File: src/hw/rtl/nacc_pkg.sv
package nacc_pkg;

  // Instruction codes carried by the action field
  typedef enum logic [4:0] {
    ACT_ADD       = 5'd0,
    ACT_SUB       = 5'd1,
    ACT_LD        = 5'd2,
    ACT_XCH       = 5'd3,
    ACT_INC       = 5'd4,
    ACT_LDM       = 5'd5,
    ACT_ADM       = 5'd6,
    ACT_SBM       = 5'd7,
    ACT_READ_IN   = 5'd8,
    ACT_CLB       = 5'd9,
    ACT_CLC       = 5'd10,
    ACT_IAC       = 5'd11,
    ACT_CMC       = 5'd12,
    ACT_CMA       = 5'd13,
    ACT_RAL       = 5'd14,
    ACT_RAR       = 5'd15,
    ACT_TCC       = 5'd16,
    ACT_DAC       = 5'd17,
    ACT_TCS       = 5'd18,
    ACT_STC       = 5'd19,
    ACT_DAA       = 5'd20,
    ACT_KBP       = 5'd21,
    ACT_OR        = 5'd22,
    ACT_AND       = 5'd23,
    ACT_LOAD_PAIR = 5'd24,
    ACT_READ_PAIR = 5'd25
  } action_t;

  typedef logic [3:0] nibble_t;
  typedef logic [7:0] byte_t;
  typedef logic [2:0] pair_idx_t;

  // Decimal adjust constants
  localparam nibble_t DAA_LIMIT = 4'd9;
  localparam nibble_t DAA_ADD   = 4'd6;
  // Values produced by transfer carry subtract
  localparam nibble_t TCS_SET   = 4'd10;
  localparam nibble_t TCS_CLR   = 4'd9;
  // Keyboard process output for an invalid code
  localparam nibble_t KBP_ERR   = 4'b1111;

  // Register file write port
  typedef struct packed {
    logic      we;
    pair_idx_t idx;
    byte_t     data;
  } rf_wr_t;

  // Next state computed for one instruction
  typedef struct packed {
    nibble_t acc;
    logic    carry;
    logic    pair_we;
    byte_t   pair_data;
  } alu_res_t;

endpackage

File: src/hw/rtl/nacc_regfile.sv
module nacc_regfile
  import nacc_pkg::*;
#(
  parameter int REGISTER_COUNT = 16
) (
  input  logic      clk,
  input  logic      rst_n,
  input  pair_idx_t rd_idx,
  output byte_t     rd_data,
  input  rf_wr_t    wr
);

  localparam int PAIRS = (REGISTER_COUNT + 1) / 2;
  localparam int PW    = (PAIRS > 1) ? $clog2(PAIRS) : 1;

  byte_t pairs_r [PAIRS];

  logic  rd_ok;
  logic  hi_ok;
  logic  lo_ok;
  byte_t rd_raw;

  // Read one pair; nibbles beyond the register count read as zero
  always_comb begin
    rd_ok  = int'(rd_idx) < PAIRS;
    hi_ok  = (2 * int'(rd_idx)) < REGISTER_COUNT;
    lo_ok  = (2 * int'(rd_idx) + 1) < REGISTER_COUNT;
    rd_raw = rd_ok ? pairs_r[rd_idx[PW-1:0]] : '0;
    rd_data = {(hi_ok ? rd_raw[7:4] : 4'd0), (lo_ok ? rd_raw[3:0] : 4'd0)};
  end

  // Hold the pairs; drop writes to pairs that do not exist
  always_ff @(posedge clk) begin
    if (!rst_n) begin
      for (int i = 0; i < PAIRS; i++) pairs_r[i] <= '0;
    end else if (wr.we && (int'(wr.idx) < PAIRS)) begin
      pairs_r[wr.idx[PW-1:0]] <= wr.data;
    end
  end

endmodule

File: src/hw/rtl/nacc_alu.sv
module nacc_alu
  import nacc_pkg::*;
(
  input  logic [4:0] action,
  input  logic       odd_sel,
  input  nibble_t    data_nibble,
  input  byte_t      data_byte,
  input  nibble_t    acc,
  input  logic       carry,
  input  byte_t      pair_rd,
  output alu_res_t   res
);

  nibble_t     rv;
  logic [4:0]  sum;
  nibble_t     add_op;
  logic        add_cin;
  logic [4:0]  daa_sum;

  // Pick the selected nibble of the pair
  assign rv = odd_sel ? pair_rd[3:0] : pair_rd[7:4];

  // Shared adder operand selection
  always_comb begin
    add_op  = rv;
    add_cin = carry;
    unique case (action)
      ACT_SUB: begin
        add_op  = ~rv;
        add_cin = ~carry;
      end
      ACT_ADM: begin
        add_op  = data_nibble;
        add_cin = carry;
      end
      ACT_SBM: begin
        add_op  = ~data_nibble;
        add_cin = ~carry;
      end
      ACT_IAC: begin
        add_op  = 4'd1;
        add_cin = 1'b0;
      end
      default: begin
        add_op  = rv;
        add_cin = carry;
      end
    endcase
  end

  assign sum     = {1'b0, acc} + {1'b0, add_op} + {4'd0, add_cin};
  assign daa_sum = {1'b0, acc} + {1'b0, DAA_ADD};

  // Decode and compute the next accumulator, carry and pair
  always_comb begin
    res.acc       = acc;
    res.carry     = carry;
    res.pair_we   = 1'b0;
    res.pair_data = pair_rd;
    unique case (action)
      ACT_ADD, ACT_SUB, ACT_ADM, ACT_SBM, ACT_IAC: begin
        res.acc   = sum[3:0];
        res.carry = sum[4];
      end
      ACT_LD: res.acc = rv;
      ACT_XCH: begin
        res.acc     = rv;
        res.pair_we = 1'b1;
        res.pair_data = odd_sel ? {pair_rd[7:4], acc} : {acc, pair_rd[3:0]};
      end
      ACT_INC: begin
        res.pair_we = 1'b1;
        res.pair_data = odd_sel ? {pair_rd[7:4], rv + 4'd1}
                                : {rv + 4'd1, pair_rd[3:0]};
      end
      ACT_LDM, ACT_READ_IN: res.acc = data_nibble;
      ACT_CLB: begin
        res.acc   = '0;
        res.carry = 1'b0;
      end
      ACT_CLC: res.carry = 1'b0;
      ACT_CMC: res.carry = ~carry;
      ACT_CMA: res.acc = ~acc;
      ACT_RAL: begin
        res.acc   = {acc[2:0], carry};
        res.carry = acc[3];
      end
      ACT_RAR: begin
        res.acc   = {carry, acc[3:1]};
        res.carry = acc[0];
      end
      ACT_TCC: begin
        res.acc   = {3'd0, carry};
        res.carry = 1'b0;
      end
      ACT_DAC: begin
        res.acc   = acc - 4'd1;
        res.carry = acc != 4'd0;
      end
      ACT_TCS: begin
        res.acc   = carry ? TCS_SET : TCS_CLR;
        res.carry = 1'b0;
      end
      ACT_STC: res.carry = 1'b1;
      ACT_DAA: begin
        if (acc > DAA_LIMIT || carry) begin
          res.acc = daa_sum[3:0];
          if (daa_sum[4]) res.carry = 1'b1;
        end
      end
      ACT_KBP: begin
        unique case (acc)
          4'd0, 4'd1, 4'd2: res.acc = acc;
          4'd4:             res.acc = 4'd3;
          4'd8:             res.acc = 4'd4;
          default:          res.acc = KBP_ERR;
        endcase
      end
      ACT_OR:  res.acc = acc | rv;
      ACT_AND: res.acc = acc & rv;
      ACT_LOAD_PAIR: begin
        res.pair_we   = 1'b1;
        res.pair_data = data_byte;
      end
      default: ;
    endcase
  end

endmodule

File: src/hw/rtl/nibble_accumulator_alu_regfile.sv
// A result beat passes through the input register and then the result register.
// Throughput: one instruction per cycle when not stalled; the register file, accumulator and
// carry are updated in the cycle that executes an instruction, so the next one sees them.
// Reset (synchronous, rst_n low): accumulator, carry and all index registers clear to zero,
// both pipeline stages empty.
module nibble_accumulator_alu_regfile
  import nacc_pkg::*;
#(
  parameter int REGISTER_COUNT = 16
) (
  input  logic       clk,
  input  logic       rst_n,
  input  logic       in_valid,
  output logic       in_stall,
  input  logic [4:0] in_action,
  input  logic [3:0] in_reg_index,
  input  logic [3:0] in_data_nibble,
  input  logic [7:0] in_data_byte,
  output logic       out_valid,
  input  logic       out_stall,
  output logic [3:0] out_acc_value,
  output logic       out_carry_flag,
  output logic [3:0] out_reg_value,
  output logic [7:0] out_pair_value
);

  logic       in_valid_r;
  logic [4:0] action_r;
  logic [3:0] reg_index_r;
  nibble_t    data_nibble_r;
  byte_t      data_byte_r;

  nibble_t    acc_r;
  logic       carry_r;

  logic       out_valid_r;
  nibble_t    acc_value_r;
  logic       carry_flag_r;
  nibble_t    reg_value_r;
  byte_t      pair_value_r;

  logic       advance;
  logic       exec;
  byte_t      pair_rd;
  byte_t      pair_new;
  byte_t      pair_after;
  alu_res_t   res;
  rf_wr_t     rf_wr;

  // Result stage moves when empty or taken
  assign advance  = !out_valid_r || !out_stall;
  assign exec     = in_valid_r && advance;
  assign in_stall = in_valid_r && !advance;

  // Input register
  always_ff @(posedge clk) begin
    if (!rst_n) begin
      in_valid_r <= 1'b0;
    end else if (!in_stall) begin
      in_valid_r <= in_valid;
    end
    if (in_valid && !in_stall) begin
      action_r      <= in_action;
      reg_index_r   <= in_reg_index;
      data_nibble_r <= in_data_nibble;
      data_byte_r   <= in_data_byte;
    end
  end

  nacc_regfile #(
    .REGISTER_COUNT(REGISTER_COUNT)
  ) u_regfile (
    .clk    (clk),
    .rst_n  (rst_n),
    .rd_idx (reg_index_r[3:1]),
    .rd_data(pair_rd),
    .wr     (rf_wr)
  );

  nacc_alu u_alu (
    .action     (action_r),
    .odd_sel    (reg_index_r[0]),
    .data_nibble(data_nibble_r),
    .data_byte  (data_byte_r),
    .acc        (acc_r),
    .carry      (carry_r),
    .pair_rd    (pair_rd),
    .res        (res)
  );

  // Write back the pair on execute
  assign rf_wr.we   = exec && res.pair_we;
  assign rf_wr.idx  = reg_index_r[3:1];
  assign rf_wr.data = res.pair_data;

  // Pair as seen after the step; nibbles that do not exist stay zero
  assign pair_new = res.pair_we ? res.pair_data : pair_rd;
  always_comb begin
    pair_after = pair_new;
    if ((2 * int'(reg_index_r[3:1])) >= REGISTER_COUNT) pair_after[7:4] = 4'd0;
    if ((2 * int'(reg_index_r[3:1]) + 1) >= REGISTER_COUNT) pair_after[3:0] = 4'd0;
  end

  // Accumulator, carry and result register
  always_ff @(posedge clk) begin
    if (!rst_n) begin
      acc_r       <= '0;
      carry_r     <= 1'b0;
      out_valid_r <= 1'b0;
    end else begin
      if (exec) begin
        acc_r   <= res.acc;
        carry_r <= res.carry;
      end
      if (advance) begin
        out_valid_r <= in_valid_r;
      end
    end
    if (exec) begin
      acc_value_r  <= res.acc;
      carry_flag_r <= res.carry;
      reg_value_r  <= reg_index_r[0] ? pair_after[3:0] : pair_after[7:4];
      pair_value_r <= pair_after;
    end
  end

  assign out_valid      = out_valid_r;
  assign out_acc_value  = acc_value_r;
  assign out_carry_flag = carry_flag_r;
  assign out_reg_value  = reg_value_r;
  assign out_pair_value = pair_value_r;

endmodule
File: config.mk
export PLATFORM = sky130hd
export DESIGN_NAME = nibble_accumulator_alu_regfile
export DESIGN_NICKNAME = d
export VERILOG_FILES = /design/src/hw/rtl/nacc_pkg.sv /design/src/hw/rtl/nacc_regfile.sv /design/src/hw/rtl/nacc_alu.sv /design/src/hw/rtl/nibble_accumulator_alu_regfile.sv
export SDC_FILE = /design/constraint.sdc
export NUM_CORES = 1
export LEC_CHECK = 0
export BUFFER_PORTS_ARGS = -buffer_cell sky130_fd_sc_hd__buf_2
export CAP_MARGIN = 20
export CORE_ASPECT_RATIO = 0.7
export CORE_MARGIN = 5
export CORE_UTILIZATION = 40
export CTS_CLUSTER_SIZE = 10
export DETAILED_ROUTE_END_ITERATION = 8
export SYNTH_ARGS = -nofsm -noshare
export SYNTH_HDL_FRONTEND = slang
export SYNTH_SLANG_ARGS = --single-unit
File: constraint.sdc
create_clock -name clk -period 4.5 [get_ports clk]
set_clock_uncertainty 0.1 [all_clocks]
set_input_delay 0.45 -clock clk [delete_from_list [all_inputs] [get_ports clk]]
set_output_delay 0.45 -clock clk [all_outputs]
set_load 0.01 [all_outputs]
== Yosys cells after proc, flatten, opt, wreduce, memory -nomap -nowiden ==
Memories as Yosys holds them, arrays and structs flattened. A register that Yosys moved wholly into a read port is not among the register bits.
Index checks and enable logic that the tools add are counted.
Cells by class
  add/sub/neg operators: 6
  magnitude comparators: 5
  equality and inequality tests: 28
  mux-type cells: 26
  bitwise logic cells: 6
  reductions and logical operators: 20
Operator list (number)
  case mux 4 bit (14 select lines): 1
  == test 5 bit, second input constant: 9
  == test 5 x 4 -> 1 bit, second input constant: 8
  >= comparator 32 x 6 -> 1 bit, second input constant: 1
  < comparator 32 x 6 -> 1 bit, second input constant: 1
  two-way mux 8 bit: 4
  case mux 9 bit (3 select lines): 1
  two-way mux 4 bit: 6
  == test 5 x 3 -> 1 bit, second input constant: 4
  case mux 4 bit (4 select lines): 1
  inverter 4 bit: 3
  case mux 4 bit (3 select lines): 1
  == test 5 x 2 -> 1 bit, second input constant: 2
  case mux 1 bit (8 select lines): 1
  OR reduction 8 bit: 1
  two-way mux 1 bit: 6
  two-way mux 3 bit: 2
  OR reduction 2 bit: 3
  adder 4 x 1 -> 5 bit, second input constant: 1
  adder 4 x 3 -> 5 bit, second input constant: 1
  adder 4 x 4 -> 5 bit: 1
  adder 5 x 1 -> 5 bit: 1
  == test 5 x 1 -> 1 bit, second input constant: 1
  >= comparator 4 x 5 -> 1 bit, second input constant: 1
  other kinds (23): 30
Storage, ports and cells
  bits in registers: 45
  memory bits (writable): 64
  output and inout port bits: 19
  logic and storage cells: 104
  memories: 1
Memories
  u_regfile.pairs_r: depth 8, bits a word 8, rd ports 1, clocked after Yosys merged registers in 1, wr ports 8, RTL line nacc_regfile.sv:16  | byte_t pairs_r [PAIRS];

== Longest topological paths before layout ==
Gate-level depths: netlist of run 1.
  depth after elaboration: 13
  mapped depth: 15
  mapped depth without buffers: 13

== By module ==
Synthesis of run 1 repeated with hierarchy kept, for this count alone.
Second synthesis, totals
  cell total of the unflattened synthesis: 529
  area, all modules: 6372.4 um^2
Modules (own cells, without submodules)
  nacc_regfile: times used 1, cells an instance 194, area an instance 2980.4 um^2, sequential area each 1921.8 um^2
  nacc_alu: times used 1, cells an instance 254, area an instance 1766.7 um^2, sequential area each 0.0 um^2
  nibble_accumulator_alu_regfile: times used 1, cells an instance 81, area an instance 1625.3 um^2, sequential area each 1281.2 um^2

== Worst setup path after synthesis of run 1 ==
OpenSTA, ideal clock, no wires.
  path type: flip-flop to flip-flop
  start point: register with a tool-made name
  end point: register carry_r
  library setup time: 0.116 ns
  arrival: 3.586 ns
  path slack: 0.698 ns
  stages on the path, launching flop included: 14
  buffers on the path: 1
  period minus slack after synthesis: 3.802 ns
  path through: dfxtp_1 buf_6 mux4_2 mux2_2 mux2_2 nor2b_1 a31oi_1 fa_1 fa_1 a21o_1 a21oi_1 nor3_1 or4_1 o211a_1
RTL lines
  end signal, assigned: RTL line nibble_accumulator_alu_regfile.sv:113  | carry_r <= res.carry;
  end, declared: RTL line nibble_accumulator_alu_regfile.sv:34  | logic carry_r;

==> run metrics, run 1 <==
status=complete, no violations; Final Hold Viols=0; grt total ovfl=0; Final Setup Violations=0; internal power=1796 uW; Total Wirelength=17,500 um; DR vias=4,652; Setup Buffers After CTS=0; final setup TNS=0 ps; critical path launch point type=flip-flop; unrepaired setup endpoints after global routing=false; EDFF count, synth=102; Antenna Nets Post-Route=0; Post-Place Cell Area=0.006778 sq mm; LEAKAGE=0.002634 uW; Remaining DRCs=0; CP max-delay cell=or4_1; Layout area overhead=12.70%; Worst Hold Class=primary input to flip-flop; Pre-antenna DRT Iters=6; largest family of logic cells by synthesized area=compound AO/OA/AOI/OAI gates; Peak VDD IR=204.2 uV; top post-synthesis cells by count=edfxtp_1, nor2_1, nand2_1; H-tree depth=3; required time worst endpoint=4650 ps; row cnt=38; CTS max path bufs=2; 1st-iter DRT viols=435; most frequent cell after synthesis=edfxtp_1; layout cells sized above 1=25.09%; Post-CTS Hold Buffers=0; Final Cell Area=0.007082 sq mm; synthesized area=0.006284 sq mm; initial cell density of the core=40.66%; Final GP Congestion=0.9169; ys async rst share=0%; Synth Warn #=0; crit-path cells=mux4_2 > mux2_2 > mux2_2 > nor2b_1 > a31oi_1 > fa_1 > fa_1 > a21o_1 > a21oi_1 > nor3_1 > or4_1 > o211a_1; reg2reg path depth=12; post-cts resize count=0; CTS tree=yes; MaxCap Viol Count=0; largest net degree at the start of global routing=23; Synth Register Bits=112; final worst path period share=91.74%; critical path arrival=4280 ps; clock share of power=33.0%; class of the most critical setup path=flip-flop to flip-flop; clock latency at the later pin of the worst-skew pair=360 ps; CTS buffer count=9; IO Port Bufs=43; number of global-route vias before repair=4,655; top-area cell type share of the netlist area=48.75%; Post-Synth Simple-Gate Area=15.39%; max frequency=242.2 MHz; global-route wire length before repair=27,080 um; Comb pwr share=18.0%; dpl hpwl=12,600 um; P_sw=703.9 uW; ranking of synthesized cells by area=edfxtp_1, mux4_2, nor2_1; Die Y-Extent=114.9 um; Slew Viols, Final=0; clock transition at the registers of the reported paths=80 ps; CP endpoint kind=flip-flop; Syn Nets=561; area leader, netlist=edfxtp_1; I/O pins=44; Sequential Power Share=49.1%; Adder-Cell Fraction of Synth Area=2.429%; die area=0.01836 sq mm; Hold Crit Depth=1; root buffer cell=clkbuf_16; Post-Synth XOR/XNOR Area=1.394%; Final nets=609; Crit Path Max Fanout=7; crit path time final=4128 ps; Switching Share=28.16%; syn_area_per_cell=11.97 sq um; Total GRT Usage=19.14%; Std-Cell Core Area=0.01545 sq mm; fillers=1,407; CP peak stage delay=560 ps; PwrDens=353.0 mW/mm^2; WL/cell=22.49 um; Compound-Gate Fraction of Synth Area=15.51%; top_reg_cell synth=edfxtp_1; DR vias/cell=5.979; Worst-Margin Slew=964.7 ps; Worst slew margin=35.61%; Cells after Synth=525; reg2reg setup slack=370 ps; chip width=159.8 um; Cell variety after synth=79; clk sinks=112; mux share of post-synthesis cell area=9.877%; initial antenna violation count=0; sequential-to-total area share from yosys stat=51.93%; Ant. Diodes=0
-- final timing paths --
kind	start	to
min	in_data_byte[6]	data_byte_r[6]$_DFFE_PP_
max reg2reg	flip-flop	carry_r$_SDFFE_PN0P_
min reg2reg	in_valid_r$_SDFFE_PN0N_	out_valid$_SDFFE_PN0N_
max	flip-flop	carry_r$_SDFFE_PN0P_
-- cell families after synthesis --
| group | after synthesis |
|---|---|
| AO/OA/AOI/OAI | 125 |
| XOR/XNOR | 10 |
| adder cells (fa/ha/maj) | 11 |
| buffers and inverters | 46 |
| flip-flops | 112 |
| multiplexers | 37 |
| AND/OR/NAND/NOR | 184 |
-- worst max-delay path, delay by kind of cell (launching register included) --
kind	cells	cell delay, ps
multiplexers	3	1200
flip-flops	1	480
adder cells (fa/ha/maj)	2	880
AO/OA/AOI/OAI	4	610
AND/OR/NAND/NOR	3	750
-- routing by layer --
metal	share of wire (%)	track usage, %	vias to the layer above	wire length [um]
li1	-	-	2117	-
met1	49	29.05	2304	8497
met4	1.2	4.527	0	203
met5	0	0	-	0
met3	8.3	4.837	19	1448
met2	42	27.62	212	7351
-- layout make-up --
type | instances | area (sq um) | share of cell area, %
Clock buffer | 9 | 225.2 | 3.180
Clock inverter | 7 | 78.83 | 1.113
Inverter | 16 | 60.06 | 0.8481
Multi-Input combinational cell | 367 | 2809 | 39.66
Sequential cell | 112 | 3263 | 46.08
Tap cell | 200 | 250.2 | 3.534
Timing Repair Buffer | 67 | 395.4 | 5.583
-- metrics by stage --
| step | std cells | utilization [%] | worst slack, ps | total power [uW] | hold slack, ps |
|---|---|---|---|---|---|
| CTS | 778 | 45.83 | 387.7 | 2508 | 158.5 |
| finish | 778 | 45.83 | 371.6 | 2500 | 168.8 |
| global route | 778 | 45.83 | 132.3 | 2594 | 156.9 |
| floorplan | 525 | - | 698.1 | 1547 | 372.0 |
| global placement | 762 | 43.86 | 449.7 | 1684 | 391.1 |
| detailed placement | 762 | 43.86 | 411.2 | 1692 | 397.4 |
-- placed cells by master, fill, tap and decap left out, types with 4 or more instances in the layout --
cell       instances
mux2i_1            8
a211oi_1          15
nand3_1           11
clkbuf_16          9
inv_1             16
ha_1               9
buf_4             24
mux2_2             7
o21a_1             5
o22ai_1            7
nand2_1           35
dfxtp_1           10
a31oi_1            6
nor2b_1            7
nand3b_1           6
buf_2             43
a22o_1             4
xnor2_1            9
mux4_2            14
a211oi_2           8
nor2_1            62
nor3_1             9
o21ai_0           16
a21oi_1           23
edfxtp_1         102
nor3_2             8
a21o_1             6
nand2b_1          13
o211a_1            4
-- power by group through the flow --
stage	logic, uW	clock network, uW	registers [uW]
2_1_floorplan	311	0	1240
3_3_place_gp	436	0	1250
3_5_place_dp	442	0	1250
4_1_cts	445	837	1230
5_1_grt	486	877	1230
6_report	450	824	1230
-- state kept, by name, summed over array words and instances, names as in the netlist, named ones only --
name,flops
out_reg_value,4
reg_index_r,4
out_valid,1
out_carry_flag,1
acc_r,4
u_regfile.pairs_r,64
carry_r,1
data_nibble_r,4
out_acc_value,4
out_pair_value,8
in_valid_r,1
action_r,5
data_byte_r,8
(Power assumes the default switching activity.)
==> inputs of run 2 (changes only) <==
--- a/config.mk
+++ b/config.mk
@@ -5,6 +5,7 @@
 export SDC_FILE = /design/constraint.sdc
 export NUM_CORES = 1
 export LEC_CHECK = 0
+export ABC_AREA = 1
 export BUFFER_PORTS_ARGS = -buffer_cell sky130_fd_sc_hd__buf_2
 export CAP_MARGIN = 20
 export CORE_ASPECT_RATIO = 0.7
==> constraint.sdc (replaced) <==
create_clock -name clk -period 5.2 [get_ports clk]
set_clock_uncertainty 0.1 [all_clocks]
set_input_delay 0.52 -clock clk [delete_from_list [all_inputs] [get_ports clk]]
set_output_delay 0.52 -clock clk [all_outputs]
set_load 0.01 [all_outputs]
==> run 2 against run 1 <==
Compared with the run above:
- utilization fell by 0.37 points
- sequential share of layout area barely moved
- combinational power fell by 18%
- critical path type unchanged
- non-clock buffer count fell by 22
- synthesized area rose by 2.0%
- flip-flop and latch count did not move
- largest power group unchanged
==> run metrics, run 2 <==
Worst-Margin Slew=920.7 ps (was 964.7 ps); EDFF count, synth=102 (unchanged); min-delay src=in_action[2] (was in_data_byte[6]); Antenna Nets Post-Route=0 (unchanged); CP peak stage delay=870 ps (was 560 ps); max FFs per register=64 (unchanged); final setup TNS=0 ps (unchanged); max frequency=263.6 MHz (was 242.2 MHz); global-route wire length before repair=27,160 um (was 27,080 um); row cnt=38 (unchanged); synthesized area=0.006407 sq mm (was 0.006284 sq mm); Slew Viols, Final=0 (unchanged); 1st-iter DRT viols=607 (was 435); Worst slew margin=38.55% (was 35.61%); Die Y-Extent=115.9 um (was 114.9 um); top post-synthesis cells by count=nand2_1, inv_1, edfxtp_1 (was edfxtp_1, nor2_1, nand2_1); Hold Crit Depth=1 (unchanged); post-cts resize count=0 (unchanged); Final nets=847 (was 609); class of the most critical setup path=flip-flop to flip-flop (unchanged); Worst Hold Class=primary input to flip-flop (unchanged); Peak VDD IR=212.2 uV (was 204.2 uV); CP endpoint kind=flip-flop (unchanged); crit-path cells=inv_4 > nand2_1 > nand2_1 > nand2_1 > nand3_1 > nand3_1 > nand2_2 > nor2_1 > a41oi_1 > fa_1 > fa_1 > xor2_1 > a21oi_1 > nand3_1 > o21ai_1 > inv_1 (was mux4_2 > mux2_2 > mux2_2 > nor2b_1 > a31oi_1 > fa_1 > fa_1 > a21o_1 > a21oi_1 > nor3_1 > or4_1 > o211a_1); Setup Buffers After CTS=0 (unchanged); root buffer cell=clkbuf_16 (unchanged); crit path time final=3794 ps (was 4128 ps); Final GP Congestion=0.9579 (was 0.9169); CP max-delay cell=dfxtp_1 (was or4_1); Synth Warn #=0 (unchanged); Cells after Synth=772 (was 525); dpl hpwl=12,760 um (was 12,600 um); Std-Cell Core Area=0.01560 sq mm (was 0.01545 sq mm); WL/cell=16.87 um (was 22.49 um); Pre-antenna DRT Iters=6 (unchanged); Layout area overhead=10.64% (was 12.70%); Post-CTS Hold Buffers=0 (unchanged); Ant. Diodes=0 (unchanged); Remaining DRCs=0 (unchanged); most flop-heavy register=u_regfile.pairs_r (unchanged); initial antenna violation count=0 (unchanged); Total Wirelength=17,140 um (was 17,500 um); Total GRT Usage=18.88% (was 19.14%); most frequent cell after synthesis=nand2_1 (was edfxtp_1); die area=0.01869 sq mm (was 0.01836 sq mm); clock transition at the registers of the reported paths=80 ps (about the same); required time worst endpoint=5210 ps (was 4650 ps); Syn Nets=808 (was 561); clk sinks=112 (unchanged); critical path launch point type=flip-flop (unchanged); most frequent cells in the layout=nand2_1, inv_1, edfxtp_1 (was edfxtp_1, nor2_1, buf_2); number of global-route vias before repair=4,759 (was 4,655); fillers=1,572 (was 1,407); LEAKAGE=0.003206 uW (was 0.002634 uW); reg2reg setup slack=1410 ps (was 370 ps); final core utilization=45.46% (was 45.83%); CTS buffer count=9 (unchanged); top-area cell type share of the netlist area=47.80% (was 48.75%); initial cell density of the core=41.09% (was 40.66%); critical path arrival=3810 ps (was 4280 ps); H-tree depth=3 (unchanged); syn_area_per_cell=8.300 sq um (was 11.97 sq um); Final Hold Viols=0 (unchanged); final worst path period share=72.96% (was 91.74%); DR vias=5,211 (was 4,652); most common cell after layout, fill and taps aside=nand2_1 (was edfxtp_1); PwrDens=307.4 mW/mm^2 (was 353.0 mW/mm^2); MaxCap Viol Count=0 (unchanged); I/O pins=44 (unchanged); CTS max path bufs=2 (unchanged); sequential-to-total area share from yosys stat=50.93% (was 51.93%); unrepaired setup endpoints after global routing=false (unchanged); largest net degree at the start of global routing=32 (was 23); chip width=161.3 um (was 159.8 um); CTS tree=yes (unchanged); ranking of synthesized cells by area=edfxtp_1, nand2_1, inv_1 (was edfxtp_1, mux4_2, nor2_1); reg2reg path depth=16 (was 12); Cell variety after synth=45 (was 79); Hold EP=action_r[2]$_DFFE_PP_ (was data_byte_r[6]$_DFFE_PP_); top_reg_cell synth=edfxtp_1 (unchanged); status=complete, no violations (unchanged); Synth Register Bits=112 (unchanged); Final Setup Violations=0 (unchanged); clock latency at the later pin of the worst-skew pair=360 ps (about the same); worst flop-to-flop path endpoint=out_acc_value[2]$_DFFE_PP_ (was carry_r$_SDFFE_PN0P_); ys async rst share=0% (unchanged); grt total ovfl=0 (unchanged); DR vias/cell=5.129 (was 5.979); area leader, netlist=edfxtp_1 (unchanged); Crit Path Max Fanout=31 (was 7); IO Port Bufs=43 (unchanged); layout cells sized above 1=15.56% (was 25.09%)
-- run 2: cell count changes in the layout (fill, tap and decap cells not counted), sizes merged, moves of 12 or more --
cell    change
a211oi     -23
mux2i      -12
inv       +122
nand2     +191
nand2b     -13
buf        -22
nor3       -12
nand3      +59
nor2       +24
o21ai      +18
mux4       -16
-- run 2: cells by family (layout without fill, tap and decap cells) --
group	after synthesis	in the layout	synth area share [%]
flip-flops	112	112	50.93
XOR/XNOR	2	2	0.2734
AO/OA/AOI/OAI	94	94	8.553
AND/OR/NAND/NOR	399	399	27.98
buffers and inverters	154	198	9.881
adder cells (fa/ha/maj)	11	11	2.382
-- run 2: worst max path at each step --
stage	startpoint	to	slack, ps	cells past startpoint
4_1_cts	flip-flop	out_acc_value[2]$_DFFE_PP_	1430	14
3_3_place_gp	flip-flop	out_acc_value[2]$_DFFE_PP_	1560	16
3_5_place_dp	flip-flop	out_acc_value[2]$_DFFE_PP_	1460	16
6_report	flip-flop	out_acc_value[2]$_DFFE_PP_	1410	16
5_1_grt	flip-flop	out_acc_value[2]$_DFFE_PP_	1030	16
2_1_floorplan	action_r[3]$_DFFE_PP_	out_acc_value[2]$_DFFE_PP_	2140	15
-- run 2: metal layers --
metal / vias up / part of all wire, % / GRT usage [%]
met5: - / 0 / 0
met4: 0 / 1.2 / 4.602
met3: 16 / 9.7 / 5.475
met2: 210 / 36 / 23.93
met1: 2399 / 53 / 30.74
li1: 2586 / - / -
-- run 2: metrics by stage --
step,std cells,setup slack [ps],hold slack [ps],total power (uW),instance area (sq um)
after floorplan,772,2144,356.2,1333,6407
after global placement,1000,1558,396.6,1455,6777
after detailed placement,1000,1457,396.3,1454,6777
after CTS,1016,1430,222.4,2183,7089
after global routing,1016,1027,213.6,2274,7089
final,1016,1406,229.4,2179,7089
-- run 2: report_power, final --
part           leakage, uW  internal (uW)  switching, uW
Combinational      0.00194            106            262
Sequential         0.00111           1030           40.4
Clock             0.000154            395            344
Total              0.00321           1530            646
-- run 2: area by class of cell --
class / instances / area, sq um / area share [%]
Inverter: 137 / 519.2 / 7.324
Sequential cell: 112 / 3263 / 46.03
Multi-Input combinational cell: 506 / 2514 / 35.46
Timing Repair Buffer: 45 / 230.2 / 3.247
Tap cell: 200 / 250.2 / 3.530
Clock inverter: 6 / 73.82 / 1.041
Clock buffer: 10 / 239.0 / 3.371
-- run 2: worst max-delay path: cells and delay by family, from the launching register on --
family / cells / cell delay, ps
simple gates: 8 / 840
fa+ha+maj: 2 / 910
compound gates: 3 / 320
buf+inv: 2 / 330
flops: 1 / 870
xor+xnor: 1 / 170
==> inputs of run 3 (changes only) <==
--- a/config.mk
+++ b/config.mk
@@ -5,7 +5,7 @@
 export SDC_FILE = /design/constraint.sdc
 export NUM_CORES = 1
 export LEC_CHECK = 0
-export ABC_AREA = 1
+export ABC_AREA = 0
 export BUFFER_PORTS_ARGS = -buffer_cell sky130_fd_sc_hd__buf_2
 export CAP_MARGIN = 20
 export CORE_ASPECT_RATIO = 0.7
==> constraint.sdc (replaced) <==
create_clock -name clk -period 3.55 [get_ports clk]
set_clock_uncertainty 0.1 [all_clocks]
set_input_delay 0.355 -clock clk [delete_from_list [all_inputs] [get_ports clk]]
set_output_delay 0.355 -clock clk [all_outputs]
set_load 0.01 [all_outputs]
==> run 3 against run 2 <==
Compared with the run above:
- the flow now finishes with violations (negative setup slack)
- clock-buffer cell count did not move
- worst setup slack got worse by 1500 ps
- critical path depth fell by 2
- design area rose by 5.2%
- non-clock buffer count rose by 57
- critical path type unchanged
- total power rose by 49%
- wire length rose by 2.3%
==> run metrics, run 3 (synthesis results as in run 1) <==
status=finished with violations (was complete, no violations); violated checks=negative setup slack; Place WS=-227.3 ps (was 1457 ps); Post-CTS Hold Buffers=0 (unchanged); Worst Hold Class=primary input to flip-flop (unchanged); Ant. Diodes=0 (unchanged); Remaining DRCs=0 (unchanged); DR vias/cell=5.887 (was 5.129); CP max-delay cell=mux4_2 (was dfxtp_1); number of global-route vias before repair=4,559 (was 4,759); Slew Viols, Final=0 (unchanged); CTS buffer count=9 (unchanged); CTS max path bufs=2 (unchanged); crit-path cells=buf_6 > mux4_2 > mux2_4 > mux2_4 > nor2b_4 > a31oi_2 > fa_2 > fa_2 > xnor2_2 > o32ai_1 > nor4bb_1 > buf_4 > a21oi_1 > o211a_1 (was inv_4 > nand2_1 > nand2_1 > nand2_1 > nand3_1 > nand3_1 > nand2_2 > nor2_1 > a41oi_1 > fa_1 > fa_1 > xor2_1 > a21oi_1 > nand3_1 > o21ai_1 > inv_1); root buffer cell=clkbuf_16 (unchanged); Peak VDD IR=236.7 uV (was 212.2 uV); reg2reg path depth=14 (was 16); CP peak stage delay=480 ps (was 870 ps); most flop-heavy register=u_regfile.pairs_r (unchanged); class of the most critical setup path=flip-flop to flip-flop (unchanged); worst setup margin=-102.1 ps (was 1406 ps); critical path arrival=3810 ps (about the same); dpl hpwl=12,630 um (was 12,760 um); final worst path period share=102.9% (was 72.96%); IO Port Bufs=43 (unchanged); WL/cell=21.57 um (was 16.87 um); min-delay src=in_action[1] (was in_action[2]); Total GRT Usage=19.53% (was 18.88%); Total Wirelength=17,540 um (was 17,140 um); most frequent cells in the layout=edfxtp_1, nor2_1, buf_4 (was nand2_1, inv_1, edfxtp_1); clock latency at the later pin of the worst-skew pair=360 ps (about the same); Pre-antenna DRT Iters=5 (was 6); fillers=1,375 (was 1,572); WHS=62.99 ps (was 229.4 ps); Antenna Nets Post-Route=0 (unchanged); 1st-iter DRT viols=644 (was 607); initial antenna violation count=0 (unchanged); worst flop-to-flop path endpoint=acc_r[2]$_SDFFE_PN0P_ (was out_acc_value[2]$_DFFE_PP_); PwrDens=435.7 mW/mm^2 (was 307.4 mW/mm^2); Final Setup Violations=5 (was 0); row cnt=38 (unchanged); Final Hold Viols=0 (unchanged); crit path time final=3652 ps (was 3794 ps); global-route wire length before repair=27,270 um (was 27,160 um); most common cell after layout, fill and taps aside=edfxtp_1 (was nand2_1); critical path launch point type=flip-flop (unchanged); Die Y-Extent=114.9 um (was 115.9 um); required time worst endpoint=3710 ps (was 5210 ps); clock transition at the registers of the reported paths=70 ps (was 80 ps); max FFs per register=64 (unchanged); final core utilization=48.25% (was 45.46%); unrepaired setup endpoints after global routing=true (was false); layout cells sized above 1=31.97% (was 15.56%); grt total ovfl=0 (unchanged); Worst slew margin=37.62% (was 38.55%); Crit Path Max Fanout=3 (was 31); Final GP Congestion=0.9351 (was 0.9579); Hold EP=action_r[1]$_DFFE_PP_ (was action_r[2]$_DFFE_PP_); largest net degree at the start of global routing=27 (was 32); Layout area overhead=18.66% (was 10.64%); clk sinks=112 (unchanged); Final nets=644 (was 847); Setup Buffers After CTS=0 (unchanged); LEAKAGE=0.002839 uW (was 0.003206 uW); CTS tree=yes (unchanged); CP endpoint kind=flip-flop (unchanged); DR vias=4,786 (was 5,211); initial cell density of the core=40.66% (was 41.09%); MaxCap Viol Count=0 (unchanged); die area=0.01836 sq mm (was 0.01869 sq mm); I/O pins=44 (unchanged); H-tree depth=3 (unchanged); max frequency=273.8 MHz (was 263.6 MHz); final setup TNS=-315.3 ps (was 0 ps); Worst-Margin Slew=934.7 ps (was 920.7 ps); Hold Crit Depth=1 (unchanged); reg2reg setup slack=-100 ps (was 1410 ps); chip width=159.8 um (was 161.3 um); Std-Cell Core Area=0.01545 sq mm (was 0.01560 sq mm)
## run 3: power by group
part | switching, uW | leakage (uW) | total (uW) | internal (uW)
sequential | 35.7 | 0.00111 | 1550 | 1510
combinational | 386 | 0.00159 | 666 | 280
clock | 487 | 0.000141 | 1040 | 551
## run 3: how the worst max path moves through the flow
stage,startpoint,to,slack (ps),depth (start not counted)
6_report,flip-flop,acc_r[2]$_SDFFE_PN0P_,-100,14
4_1_cts,flip-flop,acc_r[2]$_SDFFE_PN0P_,-140,14
3_5_place_dp,flip-flop,out_acc_value[1]$_DFFE_PP_,-230,12
5_1_grt,flip-flop,acc_r[2]$_SDFFE_PN0P_,-200,14
3_3_place_gp,flip-flop,out_acc_value[1]$_DFFE_PP_,-160,12
2_1_floorplan,flip-flop,carry_r$_SDFFE_PN0P_,-20,13
## run 3: layer usage
| metal | routed length [um] | up-vias | GRT usage [%] |
|---|---|---|---|
| met5 | 0 | - | 0 |
| li1 | - | 2187 | - |
| met3 | 1781 | 21 | 5.410 |
| met2 | 7103 | 279 | 26.71 |
| met1 | 8444 | 2299 | 30.61 |
| met4 | 208 | 0 | 4.355 |
## run 3: final cells by class
cell class | count | area (sq um) | area share, %
clock buffers | 10 | 229.0 | 3.071
clock inverters | 6 | 67.56 | 0.9062
well taps | 200 | 250.2 | 3.356
multi-input cells | 367 | 2904 | 38.95
inverters | 16 | 60.06 | 0.8055
repair buffers | 102 | 678.2 | 9.095
flip-flops and latches | 112 | 3267 | 43.82
## run 3: critical path, delay by kind of cell (launching register included)
| kind | cells | cell delay, ps |
|---|---|---|
| buf+inv | 2 | 280 |
| fa+ha+maj | 2 | 750 |
| flops | 1 | 350 |
| compound gates | 4 | 420 |
| mux | 3 | 1070 |
| xor+xnor | 1 | 150 |
| simple gates | 2 | 420 |
## run 3: through the flow
stage                     cell area (sq um)  cells  total power, uW
after global placement                 7066    797             2192
after detailed placement               7066    797             2200
after floorplan                        6296    525             1964
final                                  7456    813             3249
after global routing                   7456    813             3383
after CTS                              7415    813             3255
## run 3: repair_timing
item,in CTS,in global routing
resized for setup,11,13
endpoints found under the setup margin,9,9
gates cloned,0,0
pin swaps,5,5
